===== src/rtl/core/bba_pkg.sv =====
// Shared types and constants for the buddy block allocator.
// Used by bba_ctrl, bba_dp and buddy_block_allocator; depends on nothing.
`timescale 1ns / 1ps

package bba_pkg;

  localparam int LOG_MAX_BLOCKS_DEF = 10;

  localparam logic [5:0] MIN_ORDER_FLOOR = 6'd5;
  localparam logic [5:0] POOL_ORDER_RST  = 6'd15;
  localparam logic [5:0] MIN_ORDER_RST   = 6'd5;

  localparam logic [1:0] CFG_BASE = 2'd0;
  localparam logic [1:0] CFG_POOL = 2'd1;
  localparam logic [1:0] CFG_MIN  = 2'd2;

  typedef enum logic [1:0] {
    ST_OK       = 2'd0,
    ST_TOO_BIG  = 2'd1,
    ST_NO_FIT   = 2'd2,
    ST_BAD_FREE = 2'd3
  } status_t;

  typedef enum logic [3:0] {
    S_CLEAR, S_IDLE, S_CHECK, S_A_LVL, S_A_CHK, S_A_CMP, S_SPLIT, S_PUSH0,
    S_PUSH1, S_A_FIN, S_F_CHK, S_F_TAG, S_F_TST, S_M0, S_M1, S_DONE
  } state_t;

  typedef enum logic [3:0] {
    OP_CLEAR, OP_IDLE, OP_CHECK, OP_A_LVL, OP_A_CHK, OP_A_CMP, OP_SPLIT,
    OP_PUSH0, OP_PUSH1, OP_A_FIN, OP_F_CHK, OP_F_TAG, OP_F_TST, OP_M0,
    OP_M1, OP_DONE
  } dp_op_t;

  typedef struct packed {
    logic err;
    logic is_free;
    logic j_over;
    logic cur_nil;
    logic fit;
    logic bad_free;
    logic tag_set;
    logic o_top;
    logic can_merge;
    logic split_done;
    logic clr_done;
  } dp_stat_t;

endpackage


===== src/rtl/core/bba_ctrl.sv =====
// Sequencing state machine of the buddy block allocator.
// Depends on bba_pkg; drives the operation code of bba_dp.
`timescale 1ns / 1ps

module bba_ctrl (
  input  logic             clk,
  input  logic             rst,
  input  logic             start,
  input  logic             cfg_wr,
  input  bba_pkg::dp_stat_t stat,
  output logic             busy,
  output logic             done,
  output bba_pkg::dp_op_t  op
);
  import bba_pkg::*;

  state_t state, state_next;

  always_ff @(posedge clk) begin
    if (rst || cfg_wr) begin
      state <= S_CLEAR;
    end else begin
      state <= state_next;
    end
  end

  always_comb begin
    state_next = state;
    op         = OP_IDLE;
    busy       = 1'b1;
    done       = 1'b0;
    case (state)
      S_CLEAR: begin
        op = OP_CLEAR;
        if (stat.clr_done) state_next = S_IDLE;
      end
      S_IDLE: begin
        op   = OP_IDLE;
        busy = 1'b0;
        if (start) state_next = S_CHECK;
      end
      S_CHECK: begin
        op = OP_CHECK;
        if (stat.err) state_next = S_DONE;
        else if (stat.is_free) state_next = S_F_CHK;
        else state_next = S_A_LVL;
      end
      S_A_LVL: begin
        op = OP_A_LVL;
        state_next = stat.j_over ? S_DONE : S_A_CHK;
      end
      S_A_CHK: begin
        op = OP_A_CHK;
        state_next = stat.cur_nil ? S_A_LVL : S_A_CMP;
      end
      S_A_CMP: begin
        op = OP_A_CMP;
        state_next = stat.fit ? S_SPLIT : S_A_CHK;
      end
      S_SPLIT: begin
        op = OP_SPLIT;
        state_next = stat.split_done ? S_A_FIN : S_PUSH0;
      end
      S_PUSH0: begin
        op = OP_PUSH0;
        state_next = S_PUSH1;
      end
      S_PUSH1: begin
        op = OP_PUSH1;
        state_next = stat.is_free ? S_DONE : S_SPLIT;
      end
      S_A_FIN: begin
        op = OP_A_FIN;
        state_next = S_DONE;
      end
      S_F_CHK: begin
        op = OP_F_CHK;
        state_next = stat.bad_free ? S_DONE : S_F_TAG;
      end
      S_F_TAG: begin
        op = OP_F_TAG;
        state_next = S_F_TST;
      end
      S_F_TST: begin
        op = OP_F_TST;
        state_next = stat.tag_set ? S_DONE : S_M0;
      end
      S_M0: begin
        op = OP_M0;
        state_next = stat.o_top ? S_PUSH0 : S_M1;
      end
      S_M1: begin
        op = OP_M1;
        state_next = stat.can_merge ? S_M0 : S_PUSH0;
      end
      S_DONE: begin
        op   = OP_DONE;
        done = 1'b1;
        state_next = S_IDLE;
      end
      default: begin
        state_next = S_IDLE;
      end
    endcase
  end

  a_done_single: assert property (@(posedge clk) disable iff (rst) done |=> !done)
    else $error("result strobe lasted more than one cycle");
  a_clear_after_reset: assert property (@(posedge clk) $fell(rst) |-> busy)
    else $error("block not busy clearing after reset");
  a_accept_starts: assert property (@(posedge clk) disable iff (rst)
    (start && !busy && !cfg_wr) |=> (state == S_CHECK))
    else $error("accepted command did not start processing");

endmodule


===== config.mk =====
export PLATFORM = sky130hd
export DESIGN_NAME = bba_ctrl
export DESIGN_NICKNAME = d
export VERILOG_FILES = /design/src/rtl/core/bba_pkg.sv /design/src/rtl/core/bba_ctrl.sv
export SDC_FILE = /design/constraint.sdc
export NUM_CORES = 1
export LEC_CHECK = 0
export BUFFER_PORTS_ARGS = -buffer_cell sky130_fd_sc_hd__buf_4
export CAP_MARGIN = 40
export CORE_AREA = 2 2 39 41
export DETAILED_ROUTE_END_ITERATION = 6
export DIE_AREA = 0 0 41 43
export HOLD_SLACK_MARGIN = 0.02
export PLACE_DENSITY = 0.62
export SLEW_MARGIN = 20
export SYNTH_ARGS = -nofsm -noshare
export SYNTH_HDL_FRONTEND = slang
export SYNTH_SLANG_ARGS = --single-unit
export TNS_END_PERCENT = 30

===== constraint.sdc =====
create_clock -name clk -period 1.7 [get_ports clk]
set_input_delay 0.255 -clock clk [delete_from_list [all_inputs] [get_ports clk]]
set_output_delay 0.255 -clock clk [all_outputs]
set_load 0.02 [all_outputs]

== After elaboration in Yosys (flattened, before gate mapping) ==
Index checks and enable logic that the tools add are counted.

* Bits in registers: 4
* Latch bits: 0
* Memory bits (writable): 0
* ROM bits: 0
* Input bits: 15
* Output and inout bits: 6
* Word-level logic and storage cells: 38
* Memories: 0

* $add $sub $neg: 0
* Multipliers: 0
* Div/mod/pow operators: 0
* $lt $le $gt $ge: 0
* Equal/unequal tests: 17
* Shift-type cells: 0
* Muxes and demuxes: 17
* Bitwise gates (word level): 0
* Reductions and logical operators: 3

{| class="wikitable"
|+ Operators with widths
! cell !! count
|-
| 4-bit one-hot mux with 16 select lines || 2
|-
| 4-bit 2-to-1 mux || 9
|-
| 4-bit == test (second input constant) || 8
|-
| 4-bit by 3-bit == test with 1-bit output (second input constant) || 4
|-
| 4-bit by 2-bit == test with 1-bit output (second input constant) || 2
|-
| 3-bit 2-to-1 mux || 2
|-
| 4-bit by 1-bit == test with 1-bit output (second input constant) || 1
|-
| 4-bit logical NOT || 1
|-
| 2-bit 2-to-1 mux || 2
|-
| 2-bit inequality test (second input constant) || 2
|-
| 1-bit 2-to-1 mux || 2
|-
| 2-bit AND reduction || 1
|-
| 1-bit logical OR || 1
|}

== Depth between registers and ports, before layout ==
Gate-level depths: netlist (run 1).

* Depth after elaboration: 3
* Gate-level depth with buffers: 6
* Mapped depth without buffers: 4

== Least setup slack after synthesis (run 1) ==
Ideal clock, no wire load.

* Path kind: register to register
* Start: register state[2]
* End: register state[0]
* Setup time: 0.103 ns
* Arrival time: 1.240 ns
* Data required time: 1.597 ns
* Path slack: 0.356 ns
* Stages on the path, launching flop included: 5
* Buffers on the path: 0
* Period minus slack after synthesis: 1.344 ns
* Path through: dfxtp_1 or3b_1 a21oi_1 o32ai_1 a2111oi_2

* Longest elaborated chain between the ends: 3
* Elaborated cells between the ends (all ways): 20
* Classes of those cells: eq/ne: 17; mux: 1; reduce/logical: 2

{| class="wikitable"
|+ RTL lines
! element !! line !! text
|-
| from (decl) || bba_ctrl.sv:17 || <nowiki>state_t state, state_next;</nowiki>
|-
| from (signal assigned) || bba_ctrl.sv:23 || <nowiki>state <= state_next;</nowiki>
|-
| branches (longest 3 deep; another with 4-bit one-hot mux with 16 select lines) || -- ||
|}

Parallel ways; which one is timed is not known.
A chain may end at the register's enable or synchronous reset.

== Final worst setup path (run 1) ==
* Start: register state[2]
* End: output done

* Longest elaborated chain between the ends: 2

{| class="wikitable"
|+ RTL lines
! element !! line !! text
|-
| 4-bit == test || bba_ctrl.sv:32 || <nowiki>case (state)</nowiki>
|-
| 1-bit 2-to-1 mux || bba_ctrl.sv:32 ||
|-
| to (decl) || bba_ctrl.sv:12 || <nowiki>output logic done,</nowiki>
|}

Every way passes these cells.

==> out/results.txt, run 1 <==
For the effective utilization at floorplan, the log shows 0.3653. After routing the design area is 689.4 µm². After global routing the overflow that remains totals 0.

At the worst endpoint, the required time is 1.44 ns. For the finished layout, the period the worst path requires is 1.547 ns. In the final layout, the registers with the most flip-flops are state: 4 flops.

For the final database, setup skew stands at 0.002735 ns. The logs give 24 for the iteration-0 DRC count of the detailed router and 0.7177 for the remaining max-slew budget at the tightest pin. The register with the most flip-flops in the layout has 4 of them. More flip-flops sit in one register than any other, and that register is state. The cell type of the slowest stage on the worst timing path is sky130_fd_sc_hd__dfxtp_1. Each instance of the synthesized netlist takes up on average 7.021 µm². The number of fill cells is 148. The total iterations of the first detailed-routing run was 4; the number of antenna-violating nets in the routed design was 0. The total nets after synthesis was 87; the maximum ir drop on the vdd rail was 0.1773 mV. After detailed routing, the number of vias per cell comes to 5.594. The tools report the total of hold buffers inserted after clock tree synthesis as 0. For this run, the slowest stage of the critical path takes 0.53 ns. The number of gates resized after cts is 0, and the die extent in x is 41 µm.

The critical path in this run is classified as reg2out. At the pin with the least slew margin, the transition time is 0.4229 ns. The number of logic stages on the critical path including buffering was 3. The commonest non-fill, non-tap cell in the layout is sky130_fd_sc_hd__buf_4.

Setup violations remaining at the end of the flow were counted as 0. The largest fanout on the critical path works out to 10. The worst setup path is captured at a primary output. The analysis attributes to cell leakage a power of 0.2643 nW.

The tool flagged a number of max-cap violations equal to 0. The fmax was 646.6 MHz; the number of buffers inserted by port buffering was 20. Setup total negative slack on the finished layout was measured at 0 ns. The placed wire-length estimate was 1059 µm; the sum of buffers and inverters on the critical path was 1.

The classification of the worst-slack hold path was in2reg. The clock net in this run drives a total of 4 sinks. Summing over every cut layer, the via total after detailed routing is 593. Measured in cells, the most critical reg-to-reg path has a length of 4. The logs give 0 for the synthesis warning total and 21 for the number of I/O pins. Power spread over the standard cell area amounts to 405.3 mW/mm². Counting along the longest clock path gives a buffer depth of 2. The die is 43 µm tall. The tools report the cell count after placement as 103. For the total wirelength of the detailed-routed design, the log shows 1326 µm. The via count of the first global-routing pass was 539; the flip-flop and latch count after synthesis was 4. The count of pins over their slew limit is 0. The tree is rooted in a sky130_fd_sc_hd__clkbuf_4. The area added between synthesis and finish is 36.39%.

The global-route wire length before repair is 2221 µm, and the synthesized area is 505.5 µm². Clock-pin slew was measured on the worst setup and hold paths at 0.04 ns. The number of setup buffers added after CTS was 0; the number of buffers created by CTS was 3. The number of antenna diodes in the final layout is 0. Clock latency on the worst-skew pair, taken at its later pin, is 0.23 ns. Utilization after layout: 0.4982. The run finished with clean final reports. The final critical-path share of the clock period came out at 0.9098. Setup repair after global routing left no endpoint under its margin.

The instance count along the most critical hold path is 2. For the total number of nets in the final design, the log shows 107. Routability-driven placement finished with a final weighted congestion of 0.8586. The region available for standard cell placement spans 0.001384 mm². In the synthesized netlist, the number of instances is 72. The logs give 0.1584 for the post-synthesis sequential area ratio and 0.001763 mm² for the area of the die. The largest net degree at the start of global routing is 18, and the count of H-tree levels built during CTS is 1. Dividing the detail-routed wire length by the instance count gives 12.51 µm.

The non-filler instance count after layout was 106. The number of design rule violations left after detail routing is 0. The critical path goes through nand2_1 -> nor2_1 -> buf_4.

In this run the cell area measured after placement is 665.6 µm². The top cell types in the final layout, fill and taps aside, are sky130_fd_sc_hd__buf_4, sky130_fd_sc_hd__nand2_1, sky130_fd_sc_hd__nor2_1, sky130_fd_sc_hd__o21ai_1, sky130_fd_sc_hd__a21oi_1. The tools report the number of antenna violations at the first check in global routing as 0.

STA classifies the critical path startpoint as a flip-flop. Aggregate global-route resource usage: 0.1777. The total count of hold-check failures in the final report is 0, and the arrival time at the worst endpoint is 1.29 ns.

Grouping stages by cell kind, the critical path spends the most delay in flip-flops. The fraction of final layout cells with drive strength greater than 1 is 0.3889. The number of different library cells in the post-synthesis netlist was 34. The initialized floorplan defines 14 standard-cell rows. TritonCTS built the clock tree.
[Yosys cell counts]
| cell | n | area [µm²] |
|---|---|---|
| sky130_fd_sc_hd__inv_1 | 2 | 7.510 |
| sky130_fd_sc_hd__o221ai_1 | 2 | 17.52 |
| sky130_fd_sc_hd__a211oi_1 | 3 | 22.52 |
| sky130_fd_sc_hd__nor3_1 | 2 | 10.01 |
| sky130_fd_sc_hd__o31ai_4 | 1 | 21.27 |
| sky130_fd_sc_hd__nor3b_1 | 2 | 15.01 |
| sky130_fd_sc_hd__nor4_1 | 1 | 6.260 |
| sky130_fd_sc_hd__buf_2 | 6 | 30.03 |
| sky130_fd_sc_hd__o21ai_1 | 4 | 20.02 |
| sky130_fd_sc_hd__o21ai_0 | 1 | 5.000 |
| sky130_fd_sc_hd__or3_1 | 1 | 6.260 |
| sky130_fd_sc_hd__a21boi_1 | 2 | 15.01 |
| sky130_fd_sc_hd__a21oi_1 | 4 | 20.02 |
| sky130_fd_sc_hd__clkbuf_1 | 4 | 15.01 |
| sky130_fd_sc_hd__nand3_1 | 1 | 5.000 |
| sky130_fd_sc_hd__o32ai_1 | 2 | 17.52 |
| sky130_fd_sc_hd__dfxtp_1 | 4 | 80.08 |
| sky130_fd_sc_hd__nor2_1 | 4 | 15.01 |
| sky130_fd_sc_hd__a31oi_1 | 3 | 18.77 |
| sky130_fd_sc_hd__dlygate4sd3_1 | 1 | 10.01 |
| sky130_fd_sc_hd__mux2i_1 | 1 | 10.01 |
| sky130_fd_sc_hd__nor2b_1 | 2 | 12.51 |
| sky130_fd_sc_hd__a311oi_1 | 1 | 8.760 |
| sky130_fd_sc_hd__nand3b_1 | 2 | 15.01 |
| sky130_fd_sc_hd__and2_1 | 1 | 6.260 |
| sky130_fd_sc_hd__o32a_1 | 1 | 10.01 |
| sky130_fd_sc_hd__inv_2 | 2 | 7.510 |
| sky130_fd_sc_hd__and3_1 | 1 | 6.260 |
| sky130_fd_sc_hd__or3b_1 | 1 | 8.760 |
| sky130_fd_sc_hd__nand2_1 | 5 | 18.77 |
| sky130_fd_sc_hd__and3_2 | 1 | 7.510 |
| sky130_fd_sc_hd__nand4b_1 | 1 | 8.760 |
| sky130_fd_sc_hd__nand2b_1 | 2 | 12.51 |
| sky130_fd_sc_hd__a2111oi_2 | 1 | 15.01 |
[layout make-up]
type | instances | area (µm²) | area share
clock buffer | 3 | 22.52 | 0.03267
timing repair buffer | 26 | 195.2 | 0.2831
inverter | 4 | 15.01 | 0.02178
sequential | 4 | 81.33 | 0.1180
tap | 16 | 20.02 | 0.02904
multi-input combinational | 53 | 355.3 | 0.5154
[worst register-to-register path: stages (launching register included)]
cell	delay, ns
sky130_fd_sc_hd__dfxtp_1	0.40
sky130_fd_sc_hd__or3b_1	0.41
sky130_fd_sc_hd__a21oi_1	0.15
sky130_fd_sc_hd__o32ai_1	0.11
sky130_fd_sc_hd__a2111oi_2	0.35
[logic make-up after synthesis]
logic type,count (synthesis),share of synthesized area
muxes,1,0.01980
and+or+nand+nor,27,0.3045
buffers and inverters,15,0.1386
AOI/OAI and AO/OA,25,0.3787
DFF,4,0.1584
[metal layers]
layer / share of wire / global-route usage / vias up
met2: 0.49 / 0.2938 / 21
li1: - / - / 300
met4: 0 / 0.04000 / 0
met3: 0.058 / 0.03141 / 0
met5: 0 / 0 / -
met1: 0.45 / 0.2283 / 272
[where the power goes]
| part | internal (W) | switching (W) | total, W |
|---|---|---|---|
| Combinational | 0.0000372 | 0.0000247 | 0.0000618 |
| Clock | 0.0000789 | 0.0000377 | 0.000117 |
| Sequential | 0.0000959 | 0.00000502 | 0.000101 |
| Total | 0.000212 | 0.0000674 | 0.000279 |
[metrics by stage]
stage          setup slack [ns]  total power (W)  hold slack (ns)
6_report                 0.1534        0.0002794           0.2066
5_1_grt                0.007166        0.0002972           0.2070
4_1_cts                 0.09236        0.0002820           0.2109
3_5_place_dp             0.1623        0.0001646           0.4520
3_3_place_gp             0.1635        0.0001646           0.4515
2_1_floorplan            0.3565        0.0001270           0.3239
[worst paths after layout]
| path | start | to | slack, ns |
|---|---|---|---|
| worst max-delay path | state[2] | done | 0.15 |
| worst min-delay path | cfg_wr | state[0] | 0.21 |
| worst max register to register | state[2] | state[0] | 0.16 |
| worst min register to register | state[0] | state[1] | 0.63 |
(Power assumes the default switching activity.)
==> inputs of run 2 (changes only) <==
==> constraint.sdc (replaced) <==
create_clock -name clk -period 1.7 [get_ports clk]
set_input_delay 0.34 -clock clk [delete_from_list [all_inputs] [get_ports clk]]
set_output_delay 0.34 -clock clk [all_outputs]
set_load 0.02 [all_outputs]
==> run 2 against run 1 <==
Combinational power rose by 2%. Sequential cell count is the same. Setup slack improved by 0.0041 ns. Routed wire length is 7.0% higher. Count of clock-buffer cells in the layout did not move. Die area unchanged. Core utilization up 0.27 points.
==> out/results.txt, run 2 (synthesized netlist as in run 1, its figures left out) <==
The flow ran to the end, and the final reports show no timing, DRC or antenna violations. The instance count along the most critical hold path works out to 2 (unchanged). The via count of the first global-routing pass was 522 (-3.2%).

The post-placement worst setup slack was 0.05923 ns (-0.1031 ns). For the total count of hold-check failures in the final report, the log shows 0 (unchanged). For the number of antenna-violating nets in the routed design, the log shows 0 (unchanged). Type of the setup path with the least slack: reg2out. Critical path endpoint category: a primary output.

For the worst reg-to-reg setup slack, the log shows 0.21 ns (+0.05 ns). TritonCTS built the clock tree. The post-detailed-route wirelength per cell was 13.39 µm (+7.0%). The placed wire-length estimate is 1074 µm (+1.4%). Setup repair after global routing left no endpoint under its margin. The setup TNS is 0 ns (unchanged), and the area of all sequential standard cells is 85.08 µm² (+4.6%). The standard-cell row count was 14 (unchanged). The fmax was 648.3 MHz (+0.26%).

The tools report the data required time of the critical path as 1.36 ns (-0.08 ns). The effective utilization at floorplan is 0.3653 (unchanged), and the number of flip-flops in the largest register is 4 (unchanged). The slew at the pin closest to its max-slew limit was 0.3483 ns (-0.07454 ns). The run gives 0.1774 (-0.0003561) as the aggregate global-route resource usage.

The tools report the count of pins over their slew limit as 0 (unchanged). The antenna diode count is 0 (unchanged). The number of endpoints failing setup at the final stage is 0 (unchanged). Leaving out fill and tap cells, the most frequent cell in the layout is sky130_fd_sc_hd__buf_4. The run gives 162 (+9.5%) as the number of fill cells.

In the final layout, the registers with the most flip-flops are state: 4 flops. The total iterations of the first detailed-routing run was 4 (unchanged). The maximum clock path buffer count came out at 2 (unchanged). The logs give 0.7671 (+0.04936) for the remaining max-slew budget at the tightest pin and 355.3 µm² (unchanged) for the area taken by multi-input logic gates. The number of buffers created by CTS was 3 (unchanged); the count of H-tree levels built during CTS was 1 (unchanged).

STA classifies the critical path startpoint as a flip-flop. The largest fanout on the critical path works out to 12 (+2). The number of buffers inserted by port buffering is 20 (unchanged), and the die extent in x is 41 µm (unchanged). The shortest period the worst path allows is 1.543 ns (-0.004080 ns), and the largest net degree at the start of global routing is 15 (-3). In this run the critical register-to-register path is captured at state[0]. The via count is 608 (+2.5%), and the setup slack of the critical path after layout is 0.1575 ns (+0.004080 ns).

The die boundary height is 43 µm (unchanged), and the routed via count divided by cell count is 5.736 (+2.5%). The path with the worst hold slack has its endpoint at state[3]. The number of antenna violations at the first check in global routing is 0 (unchanged).

The hold path startpoint is rst. The logs give 8 (-67%) for the iteration-0 DRC count of the detailed router and 107 (unchanged) for the total number of nets in the final design. Counting flops per register, the top entry is state.

The number of clock sinks was 4 (unchanged). The standard cell core area was 0.001384 mm² (unchanged); the maximum ir drop on the vdd rail was 0.3283 mV (+85%). The total wirelength of the detailed-routed design is 1419 µm (+7.0%). The area of the die was 0.001763 mm² (unchanged). The classification of the worst-slack hold path is in2reg.

The path depth of the worst reg2reg path works out to 4 (unchanged). In the layout the commonest cells are sky130_fd_sc_hd__buf_4, sky130_fd_sc_hd__nand2_1. The final critical-path share of the clock period is 0.9074 (-0.002400), and the fraction of final layout cells with drive strength greater than 1 is 0.4222 (+0.03333). The arrival time at the worst endpoint was 1.20 ns (-0.09 ns).

The run gives 0.8522 (-0.75%) as the routability congestion estimate. The total power divided by cell area came out at 409.7 mW/mm² (+1.1%). The clock-pin slew on the worst setup and hold paths was 0.04 ns (about the same). The static leakage was 0.2659 nW (+0.59%); the worst-skew pair later-pin latency was 0.23 ns (about the same). The run gives 0.003431 ns (+0.0006960 ns) as the final clock skew. The number of maximum-capacitance constraint violations is 0 (unchanged). The reg-to-reg critical path startpoint is state[2]. Clock tree synthesis selected as its root buffer the cell sky130_fd_sc_hd__clkbuf_4. The run gives 0 (unchanged) as the aggregate global routing overflow. The area added between synthesis and finish came out at 37.13%. For the number of I/O pins, the log shows 21 (unchanged). The tools report the number of design rule violations left after detail routing as 0 (unchanged). Global-route wire length before repair: 2221 µm (unchanged).
==> run 2: cell counts in the layout (fill, tap and decap cells not counted) <==
No cell type changed its count.
==> run 2: per-stage QoR <==
stage	util	power, W	hold slack, ns	instances	area, µm²
finish	0.5009	0.0002840	0.2941	106	693.2
global route	0.5009	0.0003033	0.2895	106	693.2
CTS	0.4982	0.0002829	0.3011	106	689.4
detailed placement	0.4810	0.0001654	0.5443	103	665.6
global placement	0.4810	0.0001645	0.5384	103	665.6
floorplan	-	0.0001270	0.4089	72	505.5
==> run 2: final cells by class <==
type | count | share of cell area
Clock buffer | 3 | 0.03249
Tap cell | 16 | 0.02888
Inverter | 4 | 0.02166
Sequential cell | 4 | 0.1227
Multi-Input combinational cell | 53 | 0.5126
Timing Repair Buffer | 26 | 0.2816
==> run 2: worst max path at each step <==
stage	start	endpoint	slack, ns	cells past startpoint
final	state[2]	done	0.16	3
after global routing	state[2]	state[0]	0.04	4
after CTS	state[0]	done	0.01	3
after detailed placement	state[2]	state[0]	0.06	4
after global placement	state[2]	state[0]	0.11	4
after floorplan	state[2]	op[2]	0.31	1
==> run 2: per-layer routing <==
| layer | vias up | GRT usage | routed length (µm) | share of wire |
|---|---|---|---|---|
| li1 | 304 | - | - | - |
| met1 | 287 | 0.2396 | 627 | 0.44 |
| met3 | 0 | 0.01571 | 71 | 0.050 |
| met2 | 17 | 0.2906 | 719 | 0.51 |
| met4 | 0 | 0.04000 | 0 | 0 |
| met5 | - | 0 | 0 | 0 |
==> run 2: repair_timing <==
action | 4_1_cts | 5_1_grt
buffers inserted | 0 | 0
gates resized for setup | 1 | 3
endpoints found under the setup margin | 1 | 3
hold buffers | 0 | 0
pin swaps | 0 | 1
==> run 2: power by group <==
group / internal [W] / switching, W
registers: 0.0000958 / 0.00000493
clock network: 0.0000791 / 0.0000410
logic: 0.0000372 / 0.0000259
total: 0.000212 / 0.0000718
==> run 2: worst max-delay path, stage by stage, from the launching register on <==
cell                      delay [ns]
sky130_fd_sc_hd__dfxtp_2        0.47
sky130_fd_sc_hd__nand2_1        0.17
sky130_fd_sc_hd__nor2_1         0.17
sky130_fd_sc_hd__buf_4          0.16
